[config.mk]
export PLATFORM = sky130hd
export DESIGN_NAME = lob_ctrl
export DESIGN_NICKNAME = d
export VERILOG_FILES = /design/src/hw/rtl/lob_pkg.sv /design/src/hw/rtl/lob_ctrl.sv
export SDC_FILE = /design/constraint.sdc
export NUM_CORES = 1
export LEC_CHECK = 0
export ABC_AREA = 1
export BUFFER_PORTS_ARGS = -buffer_cell sky130_fd_sc_hd__buf_4
export CAP_MARGIN = 20
export CORE_MARGIN = 1.5
export CORE_UTILIZATION = 45
export DETAILED_ROUTE_END_ITERATION = 7
export MAX_ROUTING_LAYER = met4
export PLACE_DENSITY = 0.85
export REMOVE_ABC_BUFFERS = 1
export SLEW_MARGIN = 20
export SYNTH_ARGS = -nofsm -noshare
export SYNTH_HDL_FRONTEND = slang
export SYNTH_SLANG_ARGS = --single-unit
[constraint.sdc]
create_clock -name i_clk -period 3.5 [get_ports i_clk]
set_clock_uncertainty 0.2 [all_clocks]
set_input_delay 0.35 -clock i_clk [delete_from_list [all_inputs] [get_ports i_clk]]
set_output_delay 0.35 -clock i_clk [all_outputs]
set_load 0.01 [all_outputs]
[src/hw/rtl/lob_pkg.sv]
package lob_pkg;

    // request codes
    localparam logic [1:0] REQ_LIMIT  = 2'd0;
    localparam logic [1:0] REQ_MARKET = 2'd1;
    localparam logic [1:0] REQ_CANCEL = 2'd2;
    localparam logic [1:0] REQ_MODIFY = 2'd3;

    // result kinds
    localparam logic [2:0] KIND_TRADE   = 3'd0;
    localparam logic [2:0] KIND_OK      = 3'd1;
    localparam logic [2:0] KIND_DUP     = 3'd2;
    localparam logic [2:0] KIND_UNKNOWN = 3'd3;
    localparam logic [2:0] KIND_NO_ROOM = 3'd4;

    localparam int RANK_W  = 6;
    localparam int COUNT_W = 6;

    typedef enum logic [1:0] {
        SCAN_LOOK,
        SCAN_PICK,
        SCAN_TOP
    } t_scan;

    typedef struct packed {
        logic       load;
        logic       scan_clr;
        t_scan      scan_mode;
        logic       zero_qty;
        logic       drop_hit;
        logic       reduce_hit;
        logic       relimit;
        logic       fill;
        logic       rest;
        logic       final_out;
        logic [2:0] kind;
    } t_cmd;

    typedef struct packed {
        logic       scan_done;
        logic       hit;
        logic       best_ok;
        logic       qty_zero;
        logic       full;
        logic       same_reduce;
        logic [1:0] req_type;
        logic       tif;
    } t_sts;

endpackage

[src/hw/rtl/lob_ctrl.sv]
module lob_ctrl (
    input  logic          i_clk,
    input  logic          i_rst_n,
    input  logic          start,
    output logic          busy,
    input  lob_pkg::t_sts i_sts,
    output lob_pkg::t_cmd o_cmd
);

    typedef enum logic [3:0] {
        S_IDLE,
        S_LOOK,
        S_DECIDE,
        S_PICK_GO,
        S_PICK,
        S_PICKED,
        S_FILL,
        S_REST,
        S_TOP_GO,
        S_TOP,
        S_FINAL
    } t_state;

    t_state     r_state, n_state;
    logic [2:0] r_kind, n_kind;
    logic       r_chk, n_chk;

    assign busy = (r_state != S_IDLE);

    always_comb begin
        n_state = r_state;
        n_kind  = r_kind;
        n_chk   = r_chk;
        o_cmd   = '0;
        o_cmd.scan_mode = lob_pkg::SCAN_LOOK;
        o_cmd.kind      = r_kind;
        case (r_state)
            S_IDLE: begin
                if (start) begin
                    o_cmd.load     = 1'b1;
                    o_cmd.scan_clr = 1'b1;
                    n_chk          = 1'b0;
                    n_state        = S_LOOK;
                end
            end
            S_LOOK: begin
                if (i_sts.scan_done) begin
                    n_state = S_DECIDE;
                end
            end
            S_DECIDE: begin
                n_kind = lob_pkg::KIND_OK;
                case (i_sts.req_type)
                    lob_pkg::REQ_LIMIT: begin
                        if (!i_sts.tif && i_sts.full && !i_sts.qty_zero) begin
                            n_chk   = 1'b1;
                            n_state = S_PICK_GO;
                        end else if (i_sts.hit) begin
                            n_kind  = lob_pkg::KIND_DUP;
                            n_state = S_TOP_GO;
                        end else begin
                            n_state = S_PICK_GO;
                        end
                    end
                    lob_pkg::REQ_MARKET: begin
                        if (i_sts.hit) begin
                            n_kind  = lob_pkg::KIND_DUP;
                            n_state = S_TOP_GO;
                        end else begin
                            n_state = S_PICK_GO;
                        end
                    end
                    lob_pkg::REQ_CANCEL: begin
                        o_cmd.zero_qty = 1'b1;
                        n_state        = S_TOP_GO;
                        if (i_sts.hit) begin
                            o_cmd.drop_hit = 1'b1;
                        end else begin
                            n_kind = lob_pkg::KIND_UNKNOWN;
                        end
                    end
                    default: begin
                        if (!i_sts.hit) begin
                            o_cmd.zero_qty = 1'b1;
                            n_kind         = lob_pkg::KIND_UNKNOWN;
                            n_state        = S_TOP_GO;
                        end else if (i_sts.qty_zero) begin
                            o_cmd.drop_hit = 1'b1;
                            n_state        = S_TOP_GO;
                        end else if (i_sts.same_reduce) begin
                            o_cmd.reduce_hit = 1'b1;
                            o_cmd.zero_qty   = 1'b1;
                            n_state          = S_TOP_GO;
                        end else begin
                            // pull the order and re-enter it as a GTC limit
                            o_cmd.drop_hit = 1'b1;
                            o_cmd.relimit  = 1'b1;
                            n_state        = S_PICK_GO;
                        end
                    end
                endcase
            end
            S_PICK_GO: begin
                if (i_sts.qty_zero) begin
                    n_state = S_REST;
                end else begin
                    o_cmd.scan_clr  = 1'b1;
                    o_cmd.scan_mode = lob_pkg::SCAN_PICK;
                    n_state         = S_PICK;
                end
            end
            S_PICK: begin
                o_cmd.scan_mode = lob_pkg::SCAN_PICK;
                if (i_sts.scan_done) begin
                    n_state = S_PICKED;
                end
            end
            S_PICKED: begin
                if (r_chk) begin
                    // full book: one crossing maker is enough to make room or fill
                    n_chk = 1'b0;
                    if (!i_sts.best_ok) begin
                        n_kind  = lob_pkg::KIND_NO_ROOM;
                        n_state = S_TOP_GO;
                    end else if (i_sts.hit) begin
                        n_kind  = lob_pkg::KIND_DUP;
                        n_state = S_TOP_GO;
                    end else begin
                        n_state = S_FILL;
                    end
                end else if (i_sts.best_ok) begin
                    n_state = S_FILL;
                end else begin
                    n_state = S_REST;
                end
            end
            S_FILL: begin
                o_cmd.fill = 1'b1;
                n_state    = S_PICK_GO;
            end
            S_REST: begin
                if (i_sts.req_type == lob_pkg::REQ_LIMIT && !i_sts.tif && !i_sts.qty_zero) begin
                    o_cmd.rest = 1'b1;
                end
                n_kind  = lob_pkg::KIND_OK;
                n_state = S_TOP_GO;
            end
            S_TOP_GO: begin
                o_cmd.scan_clr  = 1'b1;
                o_cmd.scan_mode = lob_pkg::SCAN_TOP;
                n_state         = S_TOP;
            end
            S_TOP: begin
                o_cmd.scan_mode = lob_pkg::SCAN_TOP;
                if (i_sts.scan_done) begin
                    n_state = S_FINAL;
                end
            end
            S_FINAL: begin
                o_cmd.final_out = 1'b1;
                n_state         = S_IDLE;
            end
            default: begin
                n_state = S_IDLE;
            end
        endcase
    end

    always_ff @(posedge i_clk) begin
        if (!i_rst_n) begin
            r_state <= S_IDLE;
            r_kind  <= lob_pkg::KIND_OK;
            r_chk   <= 1'b0;
        end else begin
            r_state <= n_state;
            r_kind  <= n_kind;
            r_chk   <= n_chk;
        end
    end

endmodule

==> out/qor.txt, run 1 <==
CP top delay family: simple AND/OR/NAND/NOR gates
finished layout cell area: 935.9 sq um
grt total ovfl: 0
Clk pin slew, worst setup/hold paths: 0.05 ns
sequential share of the synthesized area: 22.78%
top cell type's share of synthesized area: 22.78%
Post-synth EDFFs: 0
Die Footprint: 1809 sq um
WL met1: 887 um
Routability Congestion: 0.8781
commonest non-fill, non-tap cells in the layout: 30 x nand2_1, 26 x buf_4, 14 x inv_1, 14 x nand3_1, 13 x nor2_1
# Post-CTS Setup Buffers: 0
detailed-route wire length per cell: 11.91 um
placed cell area: 913.4 sq um
Avg Inst Size Synth: 5.811 sq um
mux cell area share after synthesis: 0%
Root Driver: clkbuf_4
Period minus WS final: 2.121 ns
Pre-antenna DRT Iters: 4
Leak: 0.4935 nW
Residual DRC: 0
I/O Pins: 27
RSZ-0062 raised after global routing: false
port bufs: 26
CP required: 2.95 ns
post-route ant nets: 0
initial DRC count: 20
final WL: 1965 um
via total after detailed routing: 888
crit path capture type: output port
largest family of logic cells by synthesized area: simple AND/OR/NAND/NOR gates
initial antenna violation count: 0
Clock Latency Late Sink: 0.25 ns
Hold Buf Count CTS: 0
layout cell share with drive strength beyond 1: 30.20%
Nets: 163
hold_ws: 0.1351 ns
Netlist cell types: 23
simple-gate portion of the synthesized area: 46.98%
vias per inst: 5.382
setup TNS: 0 ns
Layout area overhead: 33.10%
CP Launch Type: flip-flop
met2 wire length: 965 um
Tot GR Track Use: 24.36%
commonest non-fill, non-tap cell in the layout: nand2_1
worst min-delay path category: input pin to flip-flop
CP max stage delay: 0.47 ns
worst-path maximum fanout: 6
ys async rst share: 0%
largest net degree at the start of global routing: 9
vias in the first global route: 808
Post-CTS Resized: 0
placed cell count: 162
Yosys top cell by area: dfxtp_1
die width: 42.53 um
WL met3: 77 um
highest routed metal layer: met4
first-pass GRT wire length: 3305 um
hpwl dp: 1625 um
Antenna Cells: 0
total CTS buffers: 3
outcome: complete, no violations
CP max-delay cell: dfxtp_1
Buf/Inv on CP: 3
maximum clock rate: 0.4715 GHz
H-tree Lvls: 1
clock tree buffer depth: 2
Seq cells post-synth: 8
Slew Limit Fails: 0
max_cap viols: 0
Syn Std Cell Area: 703.2 sq um
peak supply drop: 298.6 uV
Cells after Synth: 121
Synth area leaders: dfxtp_1 23%, nand2_1 16%, nand3_1 10%
Arr. time, crit path: 1.57 ns
final setup violation count: 0
Tcrit/Tclk final: 60.60%
CORE AREA: 1489 sq um
Worst slew margin: 79.49%
Final Hold Fails: 0
Compound-Gate Fraction of Synth Area: 18.86%
CTS tree: done
PD cells: 587.6 nW/um^2
row count: 14
non-filler cells, final: 165
Clock Sinks: 8
die height: 42.53 um
Primary FF master, synth: dfxtp_1
Starting Density: 47.23%
Synth Area in XOR/XNOR: 0%
final core occ: 62.86%
critical path class: flip-flop to output port
CP Cell Sequence: inv_2, nor3_1, inv_1, or2_1, nand2_1, buf_4
Tightest Pin Transition: 0.3056 ns
Adder-Cell Fraction of Synth Area: 0%
Syn. warnings: 0
## final timing paths
check / from / end / slack (ns) / cells after the start
max: r_state[1] / o_cmd[12] / 1.38 / 6
min: i_rst_n / r_kind[0] / 0.14 / 2
max reg2reg: r_state[1] / r_chk / 1.93 / 7
min reg2reg: r_kind[1] / r_kind[1] / 0.29 / 2
## cells by family after synthesis
group           after synthesis
compound gates               21
buf+inv                      21
flops                         8
simple gates                 71
## synthesized netlist by cell type (3+ instances only)
cell type / instances
o21ai_1: 3
nor2_1: 13
nor3_1: 3
o21ai_0: 3
nand2_2: 3
inv_2: 5
nand3_1: 14
nor2_4: 3
nand2_1: 30
dfxtp_1: 8
a21oi_1: 7
inv_1: 14
## per-stage QoR
step	total power, mW	setup WS (ns)
floorplan	0.3699	1.863
global route	0.5977	1.295
global placement	0.4677	1.748
detailed placement	0.4818	1.677
CTS	0.5520	1.408
finish	0.5499	1.379
## registers in the layout, summed over array words and instances, names as in the netlist
name	count
r_chk	1
r_kind	3
r_state	4
## area by class of cell
cell class / count / area (sq um)
Clock buffer: 3 / 22.52
Multi-Input combinational cell: 92 / 462.9
Inverter: 20 / 75.07
Fill cell: 150 / 553.0
Tap cell: 16 / 20.02
Timing Repair Buffer: 26 / 195.2
Sequential cell: 8 / 160.2
## routing by layer
| metal | up-vias | track usage (%) |
|---|---|---|
| met4 | 0 | 12.50 |
| met1 | 398 | 28.20 |
| met2 | 33 | 40.62 |
| met5 | - | - |
| li1 | 451 | - |
| met3 | 6 | 3.448 |
## report_power, final
group	switching, mW	internal (mW)
clock	0.0282	0.0390
sequential	0.0258	0.116
combinational	0.200	0.141
total	0.254	0.296
(Power assumes the default switching activity.)
==> run 2, diff against run 1 <==
==> constraint.sdc (replaced) <==
create_clock -name i_clk -period 2.1 [get_ports i_clk]
set_clock_uncertainty 0.2 [all_clocks]
set_input_delay 0.21 -clock i_clk [delete_from_list [all_inputs] [get_ports i_clk]]
set_output_delay 0.21 -clock i_clk [all_outputs]
set_load 0.01 [all_outputs]
==> out/qor.txt, run 2 (synthesis results as in run 1) <==
CP Cell Sequence: inv_2, nor3_1, inv_1, or2_1, nand2_1, buf_4
clock tree buffer depth: 2 (unchanged)
setup TNS: 0 ns (unchanged)
FILL cells: 149 (-0.67%)
post-layout power: 0.9184 mW (+67%)
Final Hold Fails: 0 (unchanged)
Tot GR Track Use: 24.36% (unchanged)
Residual DRC: 0 (unchanged)
CP Launch Type: flip-flop
reg-to-reg endpoint: r_chk
final WL: 1953 um (-0.61%)
Nets: 164 (+0.61%)
final setup violation count: 0 (unchanged)
post-route ant nets: 0 (unchanged)
commonest non-fill, non-tap cell in the layout: nand2_1
worst min-delay path category: input pin to flip-flop
first-pass GRT wire length: 3305 um (unchanged)
Leak: 0.4977 nW (+0.85%)
commonest non-fill, non-tap cells in the layout: 30 x nand2_1, 26 x buf_4, 14 x inv_1, 14 x nand3_1, 13 x nor2_1
initial DRC count: 28 (+40%)
CP required: 1.69 ns (-1.26 ns)
worst-case hold path end point: r_kind[2]
H-tree Lvls: 1 (unchanged)
Slew Limit Fails: 0 (unchanged)
Tcrit/Tclk final: 93.89%
Period minus WS final: 1.972 ns
cell depth of the worst hold path: 3 (+1)
Worst slew margin: 79.76% (+0.27 points)
layout cell share with drive strength beyond 1: 30.00% (-0.20 points)
outcome: complete, no violations
CP top delay family: simple AND/OR/NAND/NOR gates
port bufs: 26 (unchanged)
r2r startpoint: r_state[1]
Post-CTS Resized: 0 (unchanged)
Root Driver: clkbuf_4
Reg2Reg Depth: 7 (unchanged)
CP max stage delay: 0.46 ns (about the same)
Die Footprint: 1809 sq um (unchanged)
CP max-delay cell: dfxtp_1
Top reg by flops: r_state
CTS tree: done
maximum clock rate: 0.5072 GHz
RSZ-0062 raised after global routing: false
Reg2Reg Setup Slack: 0.53 ns (-1.40 ns)
non-filler cells, final: 166 (+0.61%)
worst-path maximum fanout: 6 (unchanged)
Buf/Inv on CP: 3 (unchanged)
CORE AREA: 1489 sq um (unchanged)
grt total ovfl: 0 (unchanged)
detailed-route wire length per cell: 11.77 um (-1.2%)
crit path capture type: output port
PD cells: 970.9 nW/um^2 (+65%)
Antenna Cells: 0 (unchanged)
total CTS buffers: 3 (unchanged)
max_cap viols: 0 (unchanged)
hold_sp: i_sts[6]
Starting Density: 47.23% (unchanged)
Tightest Pin Transition: 0.3016 ns (-0.004074 ns)
peak supply drop: 497.5 uV (+67%)
vias in the first global route: 808 (unchanged)
die height: 42.53 um (unchanged)
I/O Pins: 27 (unchanged)
die width: 42.53 um (unchanged)
Layout area overhead: 34.52%
Arr. time, crit path: 1.56 ns (about the same)
Routability Congestion: 0.8781 (unchanged)
# Post-CTS Setup Buffers: 0 (unchanged)
vias per inst: 5.319 (-1.2%)
Hold Buf Count CTS: 1 (+1)
Top Registers: r_state (4), r_kind (3), r_chk (1)
row count: 14 (unchanged)
Clk pin slew, worst setup/hold paths: 0.05 ns (about the same)
Clock Latency Late Sink: 0.25 ns (about the same)
multi-input logic area: 462.9 sq um (unchanged)
hpwl dp: 1625 um (unchanged)
critical path class: flip-flop to output port
initial antenna violation count: 0 (unchanged)
placed cell count: 162 (unchanged)
via total after detailed routing: 883 (-0.56%)
max FFs per register: 4 (unchanged)
largest net degree at the start of global routing: 9 (unchanged)
Pre-antenna DRT Iters: 4 (unchanged)
Crit. Startpoint: r_state[1]
Clock Sinks: 8 (unchanged)
Register Area: 160.2 sq um (unchanged)
-- run 2: how the worst max path moves through the flow --
| stage | to | slack (ns) | cells past startpoint |
|---|---|---|---|
| 2_1_floorplan | o_cmd[12] | 0.60 | 5 |
| 3_3_place_gp | o_cmd[12] | 0.49 | 6 |
| 3_5_place_dp | o_cmd[12] | 0.42 | 6 |
| 4_1_cts | o_cmd[12] | 0.15 | 6 |
| 5_1_grt | o_cmd[12] | 0.03 | 6 |
| 6_report | o_cmd[12] | 0.13 | 6 |
-- run 2: tightest hold or removal path: stages --
cell and delay (ns):
buf_4 0.10, o21ai_1 0.07, o211a_1 0.11
-- run 2: power breakdown --
part | internal (mW) | total [mW] | leakage [nW] | switching, mW
Clock | 0.0650 | 0.112 | 0.0138 | 0.0470
Combinational | 0.236 | 0.571 | 0.419 | 0.335
Sequential | 0.193 | 0.235 | 0.0653 | 0.0423
Total | 0.494 | 0.918 | 0.498 | 0.424
-- run 2: through the flow --
| step | setup slack [ns] | util [%] | area (sq um) | hold WS [ns] |
|---|---|---|---|---|
| after floorplan | 0.6035 | - | 698.2 | 0.09412 |
| after global placement | 0.4883 | 61.34 | 913.4 | 0.2470 |
| after detailed placement | 0.4172 | 61.34 | 913.4 | 0.2476 |
| after CTS | 0.1484 | 63.53 | 945.9 | 0.08519 |
| after global routing | 0.03453 | 63.53 | 945.9 | 0.08342 |
| final | 0.1283 | 63.53 | 945.9 | 0.09381 |
-- run 2: metal layers --
metal / up-vias / global-route usage, % / wire (um)
met2: 28 / 40.62 / 975
met4: 0 / 12.50 / 23
met1: 396 / 28.20 / 863
met5: - / - / 0
li1: 455 / - / -
met3: 4 / 3.448 / 90
-- run 2: final cells by class --
type | instances | area share (%)
Tap cell | 16 | 2.116
Inverter | 20 | 7.937
Multi-Input combinational cell | 92 | 48.94
Timing Repair Buffer | 27 | 21.69
Sequential cell | 8 | 16.93
Clock buffer | 3 | 2.381
==> run 3, diff against run 2 <==
--- a/config.mk
+++ b/config.mk
@@ -8,11 +8,13 @@
 export ABC_AREA = 1
 export BUFFER_PORTS_ARGS = -buffer_cell sky130_fd_sc_hd__buf_4
 export CAP_MARGIN = 20
+export CORE_ASPECT_RATIO = 0.9
 export CORE_MARGIN = 1.5
 export CORE_UTILIZATION = 45
 export DETAILED_ROUTE_END_ITERATION = 7
 export MAX_ROUTING_LAYER = met4
 export PLACE_DENSITY = 0.85
+export RECOVER_POWER = 50
 export REMOVE_ABC_BUFFERS = 1
 export SLEW_MARGIN = 20
 export SYNTH_ARGS = -nofsm -noshare
==> out/qor.txt, run 3 (synthesis results as in run 1) <==
Reg2Reg Setup Slack: 0.37 ns (-0.16 ns)
Root Driver: clkbuf_4
cell depth of the worst hold path: 2 (-1)
Pre-antenna DRT Iters: 6 (+2)
maximum clock rate: 0.5150 GHz (+1.5%)
post-route ant nets: 0 (unchanged)
CP Launch Type: flip-flop
Setup WS post-layout: 0.1584 ns (+0.03007 ns)
r2r startpoint: r_state[3]
Final Hold Fails: 0 (unchanged)
Die Footprint: 1809 sq um (about the same)
final core occ: 62.66% (-0.87 points)
die width: 44.67 um (+5.0%)
port bufs: 26 (unchanged)
Clk pin slew, worst setup/hold paths: 0.05 ns (about the same)
crit path capture type: output port
Tot GR Track Use: 21.70% (-2.7 points)
Nets: 163 (-0.61%)
Starting Density: 48.57% (+1.3 points)
critical path class: flip-flop to output port
Layout area overhead: 29.00%
CORE AREA: 1448 sq um (-2.8%)
hpwl dp: 1526 um (-6.1%)
reg-to-reg endpoint: r_kind[1]
hold_ws: 0.01309 ns (-0.08072 ns)
initial antenna violation count: 0 (unchanged)
Tcrit/Tclk final: 92.46% (-1.4 points)
final WL: 1838 um (-5.9%)
Period minus WS final: 1.942 ns (-0.03007 ns)
max FFs per register: 4 (unchanged)
FILL cells: 141 (-5.4%)
CTS tree: done
largest net degree at the start of global routing: 9 (unchanged)
CP required: 1.69 ns (about the same)
final setup violation count: 0 (unchanged)
I/O Pins: 27 (unchanged)
worst-case hold path end point: r_kind[0]
Residual DRC: 2 (+2)
post-layout power: 0.8809 mW (-4.1%)
row count: 13 (-1)
peak supply drop: 590.0 uV (+19%)
Leak: 0.4776 nW (-4.0%)
Clock Latency Late Sink: 0.24 ns (about the same)
setup TNS: 0 ns (unchanged)
Tightest Pin Transition: 0.3858 ns (+0.08421 ns)
die height: 40.50 um (-4.8%)
Arr. time, crit path: 1.53 ns (-0.03 ns)
placed cell count: 161 (-0.62%)
Hold Buf Count CTS: 0 (-1)
RSZ-0062 raised after global routing: false
commonest non-fill, non-tap cells in the layout: 30 x nand2_1, 22 x buf_4, 16 x nor2_1
Routability Congestion: 0.9100 (+3.6%)
worst min-delay path category: input pin to flip-flop
non-filler cells, final: 164 (-1.2%)
vias per inst: 5.323 (about the same)
max_cap viols: 0 (unchanged)
Top Registers: r_state (4), r_kind (3), r_chk (1)
initial DRC count: 44 (+57%)
detailed-route wire length per cell: 11.21 um (-4.7%)
Worst slew margin: 74.01% (-5.8 points)
Place WS: 0.4441 ns (+0.02692 ns)
hold_sp: i_rst_n
worst-path maximum fanout: 7 (+1)
first-pass GRT wire length: 2739 um (-17%)
# Post-CTS Setup Buffers: 0 (unchanged)
failing checks: DRC
Slew Limit Fails: 0 (unchanged)
PD cells: 971.1 nW/um^2 (about the same)
total CTS buffers: 3 (unchanged)
Post-CTS Resized: 0 (unchanged)
Reg2Reg Depth: 8 (+1)
grt total ovfl: 0 (unchanged)
vias in the first global route: 691 (-14%)
clock tree buffer depth: 2 (unchanged)
Antenna Cells: 0 (unchanged)
placed cell area: 912.1 sq um (-0.14%)
Clock Sinks: 8 (unchanged)
layout cell share with drive strength beyond 1: 24.83% (-5.2 points)
Top reg by flops: r_state
finished layout cell area: 907.1 sq um (-4.1%)
outcome: complete, but fails checks
commonest non-fill, non-tap cell in the layout: nand2_1
H-tree Lvls: 1 (unchanged)
via total after detailed routing: 873 (-1.1%)
Crit. Startpoint: r_state[3]
## run 3: cell types whose count changed in the layout (fill, tap and decap cells not counted), sizes merged
| cell | change |
|---|---|
| clkbuf | +4 |
| dlygate4sd3 | -1 |
| buf | -4 |
## run 3: area by class of cell
class | count | area, sq um | area share (%)
well taps | 15 | 18.77 | 2.069
clock buffers | 3 | 22.52 | 2.483
inverters | 20 | 75.07 | 8.276
repair buffers | 26 | 180.2 | 19.86
flip-flops and latches | 8 | 160.2 | 17.66
multi-input cells | 92 | 450.4 | 49.66
## run 3: critical path, cell delays in order, from the launching register on
cell	delay, ns
dfxtp_1	0.35
inv_1	0.10
nand2_1	0.05
nor2_1	0.28
nand2_1	0.12
nor4_1	0.21
buf_4	0.17
## run 3: how the worst max path moves through the flow
stage                     slack (ns)        end  depth (start not counted)
after floorplan                 0.60  o_cmd[12]                          5
after global placement          0.49  o_cmd[12]                          6
after detailed placement        0.44  o_cmd[12]                          6
after CTS                       0.18  o_cmd[12]                          6
after global routing            0.05   o_cmd[4]                          6
final                           0.16   o_cmd[4]                          6
## run 3: report_power, final
part	internal (mW)	total (mW)	leakage [nW]	switching, mW
clock network	0.0646	0.106	0.0138	0.0411
logic	0.219	0.546	0.398	0.328
registers	0.193	0.229	0.0653	0.0359
total	0.476	0.881	0.478	0.405
## run 3: per-layer routing
metal / vias up / GRT usage (%) / wire length (um)
met2: 41 / 37.32 / 889
met3: 2 / 2.703 / 158
met5: - / - / 0
li1: 450 / - / -
met4: 0 / 9.091 / 15
met1: 380 / 25.86 / 773
